==> config.mk <==
export PLATFORM = sky130hd
export DESIGN_NAME = srls_seq
export DESIGN_NICKNAME = d
export VERILOG_FILES = /design/src/hw/rtl/srls_pkg.sv /design/src/hw/rtl/srls_seq.sv
export SDC_FILE = /design/constraint.sdc
export NUM_CORES = 1
export LEC_CHECK = 0
export BUFFER_PORTS_ARGS = -buffer_cell sky130_fd_sc_hd__buf_2
export CORE_AREA = 8 8 45 47
export CTS_CLUSTER_SIZE = 20
export DETAILED_ROUTE_END_ITERATION = 10
export DIE_AREA = 0 0 53 55
export PLACE_DENSITY = 0.38
export SLEW_MARGIN = 10
export SYNTH_ARGS = -nofsm -noshare
export SYNTH_HDL_FRONTEND = slang
export SYNTH_SLANG_ARGS = --single-unit
==> constraint.sdc <==
create_clock -name i_clk -period 1.45 [get_ports i_clk]
set_input_delay 0.2175 -clock i_clk [delete_from_list [all_inputs] [get_ports i_clk]]
set_output_delay 0.2175 -clock i_clk [all_outputs]
set_load 0.05 [all_outputs]
==> src/hw/rtl/srls_pkg.sv <==
`timescale 1ns / 1ps

package srls_pkg;

    localparam int LOG_DEPTH = 128;
    localparam int ADDR_W    = (LOG_DEPTH > 1) ? $clog2(LOG_DEPTH) : 1;
    localparam int FILL_W    = $clog2(LOG_DEPTH + 1);
    localparam int SEQ_W     = 64;
    localparam int TYPE_W    = 8;
    localparam int PID_W     = 16;
    localparam int CNT_W     = 8;

    typedef enum logic [1:0] {
        CMD_WRITE = 2'd0,
        CMD_READ  = 2'd1,
        CMD_COUNT = 2'd2,
        CMD_NONE  = 2'd3
    } t_cmd;

    // datapath operation selected by the current control word
    typedef enum logic [1:0] {
        OP_LOAD,
        OP_WRITE,
        OP_SCAN,
        OP_EMIT
    } t_uop;

    typedef enum logic [1:0] {
        COND_DISPATCH,
        COND_ALWAYS,
        COND_SCAN_END
    } t_cond;

    typedef enum logic [1:0] {
        ST_IDLE,
        ST_WRITE,
        ST_SCAN,
        ST_DONE
    } t_step;

    typedef struct packed {
        t_uop  op;
        t_cond cond;
        t_step jmp_t;
        t_step jmp_f;
    } t_uword;

    typedef struct packed {
        logic [1:0]        command;
        logic [TYPE_W-1:0] event_type;
        logic [PID_W-1:0]  process_id;
        logic [SEQ_W-1:0]  wanted_sequence;
    } t_in;

    typedef struct packed {
        logic              status;
        logic [TYPE_W-1:0] found_type;
        logic [PID_W-1:0]  found_pid;
        logic [CNT_W-1:0]  type_count;
        logic [SEQ_W-1:0]  upcoming_sequence;
    } t_out;

    typedef struct packed {
        logic [SEQ_W-1:0]  seq;
        logic [TYPE_W-1:0] typ;
        logic [PID_W-1:0]  pid;
    } t_entry;

    typedef struct packed {
        logic start;
        t_cmd cmd;
        logic scan_end;
    } t_flags;

    typedef struct packed {
        t_uop op;
        logic busy;
    } t_ctrl;

endpackage

==> src/hw/rtl/srls_seq.sv <==
`timescale 1ns / 1ps

module srls_seq import srls_pkg::*; (
    input  logic   i_clk,
    input  logic   i_rst_n,
    input  t_flags i_flags,
    output t_ctrl  o_ctrl
);

    t_step  r_pc;
    t_step  n_pc;
    t_uword w_word;
    logic   w_taken;
    t_step  w_dispatch;

    // control store
    function automatic t_uword rom_word(input t_step pc);
        t_uword w;
        unique case (pc)
            ST_IDLE:  w = '{op: OP_LOAD,  cond: COND_DISPATCH, jmp_t: ST_IDLE, jmp_f: ST_IDLE};
            ST_WRITE: w = '{op: OP_WRITE, cond: COND_ALWAYS,   jmp_t: ST_DONE, jmp_f: ST_DONE};
            ST_SCAN:  w = '{op: OP_SCAN,  cond: COND_SCAN_END, jmp_t: ST_DONE, jmp_f: ST_SCAN};
            ST_DONE:  w = '{op: OP_EMIT,  cond: COND_ALWAYS,   jmp_t: ST_IDLE, jmp_f: ST_IDLE};
            default:  w = '{op: OP_LOAD,  cond: COND_ALWAYS,   jmp_t: ST_IDLE, jmp_f: ST_IDLE};
        endcase
        return w;
    endfunction

    always_comb begin
        w_word = rom_word(r_pc);
        unique case (i_flags.cmd)
            CMD_WRITE: w_dispatch = ST_WRITE;
            CMD_READ:  w_dispatch = ST_SCAN;
            CMD_COUNT: w_dispatch = ST_SCAN;
            CMD_NONE:  w_dispatch = ST_DONE;
            default:   w_dispatch = ST_DONE;
        endcase
        unique case (w_word.cond)
            COND_DISPATCH: w_taken = i_flags.start;
            COND_ALWAYS:   w_taken = 1'b1;
            COND_SCAN_END: w_taken = i_flags.scan_end;
            default:       w_taken = 1'b1;
        endcase
        if (w_word.cond == COND_DISPATCH) begin
            n_pc = w_taken ? w_dispatch : w_word.jmp_f;
        end else begin
            n_pc = w_taken ? w_word.jmp_t : w_word.jmp_f;
        end
        o_ctrl.op   = w_word.op;
        o_ctrl.busy = (r_pc != ST_IDLE);
    end

    always_ff @(posedge i_clk) begin
        if (!i_rst_n) begin
            r_pc <= ST_IDLE;
        end else begin
            r_pc <= n_pc;
        end
    end

endmodule

==> results.json <==
{
  "status": "finished, final reports clean",
  "min_from": "i_rst_n",
  "dp_hpwl_microns": 392,
  "htreeDepth": 1,
  "internal_power_mw": 0.442,
  "multi_input_area_sq_um": 196,
  "cts_buffer_depth": 2,
  "cts_root_buf": "clkbuf_4",
  "crit_type": "register to primary output",
  "cp-endpoint": "o_ctrl[1]",
  "grt_pass1_vias": 204,
  "synth_area_sq_um": 243,
  "cts_sinks": 2,
  "final_max_slew_viol_count": 0,
  "cts_tree": "done",
  "ir_drop_v": 0.000469,
  "hold_viol_final": 0,
  "crit_path_end_kind": "primary output",
  "largest_reg_flops": 2,
  "rows": 14,
  "routedWlPerCell_microns": 8.67,
  "top_regs": "r_pc x2",
  "min_period_ns": 1.38,
  "grt_setup_unrepaired": "false",
  "antenna_found_initial": 0,
  "grt_max_degree": 7,
  "hold_path.class": "primary input to register",
  "die-area_sq_um": 2920,
  "cts_made_buffers": 3,
  "port_buffers": 8,
  "coreArea_sq_um": 1380,
  "placed_cell_area_sq_um": 305,
  "start_util_pct": 17.5,
  "initialDrtViolationCount": 0,
  "crit_fanout": 3,
  "clkPwrFrac_pct": 14.7,
  "route.detailed.drc": 0,
  "io_pins": 9,
  "cp-start-kind": "register",
  "worstPathRequired_ns": 1.23,
  "clk_pin_slew_ns": 0.03,
  "p_leak_nw": 0.191,
  "regArea_sq_um": 42.5,
  "fin_cells": 57,
  "layout-drive-gt1-share_pct": 56.1,
  "setup_viol": 0,
  "vias": 211,
  "syn_inst": 29,
  "dpl.cell_count": 53,
  "p_per_area_nw_per_um2": 2350,
  "largest-register": "r_pc",
  "final_nets": 56,
  "total_power_mw": 0.854,
  "gp_congestion": 0.590,
  "switching_power_mw": 0.412,
  "ys_seq_area_share_pct": 16.5,
  "slew_headroom_pct": 87.2,
  "n_fill_cell": 151,
  "via_per_inst": 3.70,
  "wl_microns": 494,
  "startpoint": "r_pc[0]$_SDFF_PN0_",
  "p_sw_share_pct": 48.2,
  "fin_area_sq_um": 363,
  "area_delta_synth_final_pct": 49.5,
  "seqPwrFrac_pct": 12.9,
  "rr_endpoint": "r_pc[0]$_SDFF_PN0_",
  "grt_usage_pct": 4.20,
  "synth_area_per_cell_sq_um": 8.37,
  "syn_nets": 42,
  "ys_ff_latch": 2,
  "max_freq_mhz": 723,
  "postRouteAntennaNets": 0,
  "yosys_warnings": 0,
  "final.setup_skew_ns": 0.00246,
  "fin_crit_sh_pct": 95.4,
  "dr.pass1.iters": 1,
  "die_h_microns": 55,
  "ys_types": 13,
  "reg2reg_depth": 5,
  "r2r_start": "r_pc[1]$_SDFF_PN0_",
  "rrSetupSlack_ns": 0.18,
  "power_frac_comb_pct": 72.4,
  "diodes": 0,
  "gr-total-overflow": 0,
  "drv_cap": 0,
  "worst_slew_pin_slew_ns": 0.191,
  "grt_pass1_wl_microns": 793,
  "fp.dieW_microns": 53,
  "crit_arrival_ns": 1.17,
  "finalSetupTns_ns": 0,
  "clock_latency_ns": 0.23
}
-- how the worst min path moves through the flow --
| stage | cells after the start | end |
|---|---|---|
| after CTS | 3 | r_pc[1]$_SDFF_PN0_ |
| after floorplan | 2 | r_pc[1]$_SDFF_PN0_ |
| after global routing | 3 | r_pc[1]$_SDFF_PN0_ |
| final | 3 | r_pc[1]$_SDFF_PN0_ |
| after global placement | 3 | r_pc[1]$_SDFF_PN0_ |
| after detailed placement | 3 | r_pc[1]$_SDFF_PN0_ |
-- per-stage QoR --
stage	utilization, %	setup slack (ns)	hold slack [ns]
after CTS	25.8	0.00264	0.269
after global routing	26.2	0.00281	0.273
after floorplan	-	0.177	0.366
after detailed placement	22.1	0.0840	0.519
after global placement	22.1	0.0773	0.521
final	26.2	0.0672	0.271
-- logic make-up (layout without fill, tap and decap cells) --
kind of cell | after synthesis | after routing | synth area share, %
muxes | 2 | 2 | 8.25
adders and majority gates | 7 | 7 | 36.1
and+or+nand+nor | 10 | 10 | 22.2
AOI/OAI and AO/OA | 3 | 3 | 9.28
buffers and inverters | 5 | 17 | 7.73
DFF | 2 | 2 | 16.5
-- power by group through the flow --
stage	clock (mW)	combinational (mW)	sequential, mW
floorplan	0	0.427	0.0998
detailed placement	0	0.524	0.105
global placement	0	0.530	0.106
finish	0.126	0.618	0.110
CTS	0.132	0.613	0.104
global route	0.143	0.669	0.114
-- Yosys cell counts, drive strengths merged --
cell,n,share of area (%)
inv,5,7.7
nand2b,1,2.6
ha,7,36
mux2i,2,8.2
a211oi,1,5.2
dfxtp,2,16
o21ai,2,4.1
and2b,1,3.1
nor2b,1,2.6
nor2,3,4.6
and2,1,3.6
nand2,2,3.1
or2,1,2.6
-- critical path: stages, from the launching register on --
cell     delay, ns
dfxtp_2       0.32
ha_1          0.21
or2_4         0.26
buf_8         0.15
-- final cells by class --
cell class / count / share of cell area [%]
timing repair buffer: 9 / 17.2
tap: 16 / 5.52
sequential: 2 / 11.7
clock buffer: 3 / 6.21
multi-input combinational: 22 / 54.1
inverter: 5 / 5.17
-- cell usage in the layout, fill, tap and decap left out, drive strengths merged --
cell type  instances
nand2b             1
buf                9
nor2               3
and2b              1
dfxtp              2
inv                5
mux2i              2
a211oi             1
ha                 7
nor2b              1
and2               1
o21ai              2
clkbuf             3
nand2              2
or2                1
-- what timing repair did --
item | in CTS | in global routing
hold buffers | 0 | 0
pin swaps | 1 | 0
endpoints found under the setup margin | 3 | 2
gates resized for setup | 9 | 4
setup buffers | 1 | 0
-- per-layer routing --
metal	up-vias	global-route usage, %	part of all wire (%)
met3	0	2.14	7.9
met4	0	7.76	0
met1	91	3.48	39
met2	5	5.47	53
met5	-	0	0
li1	115	-	-
Power figures use the tool's default switching activity.
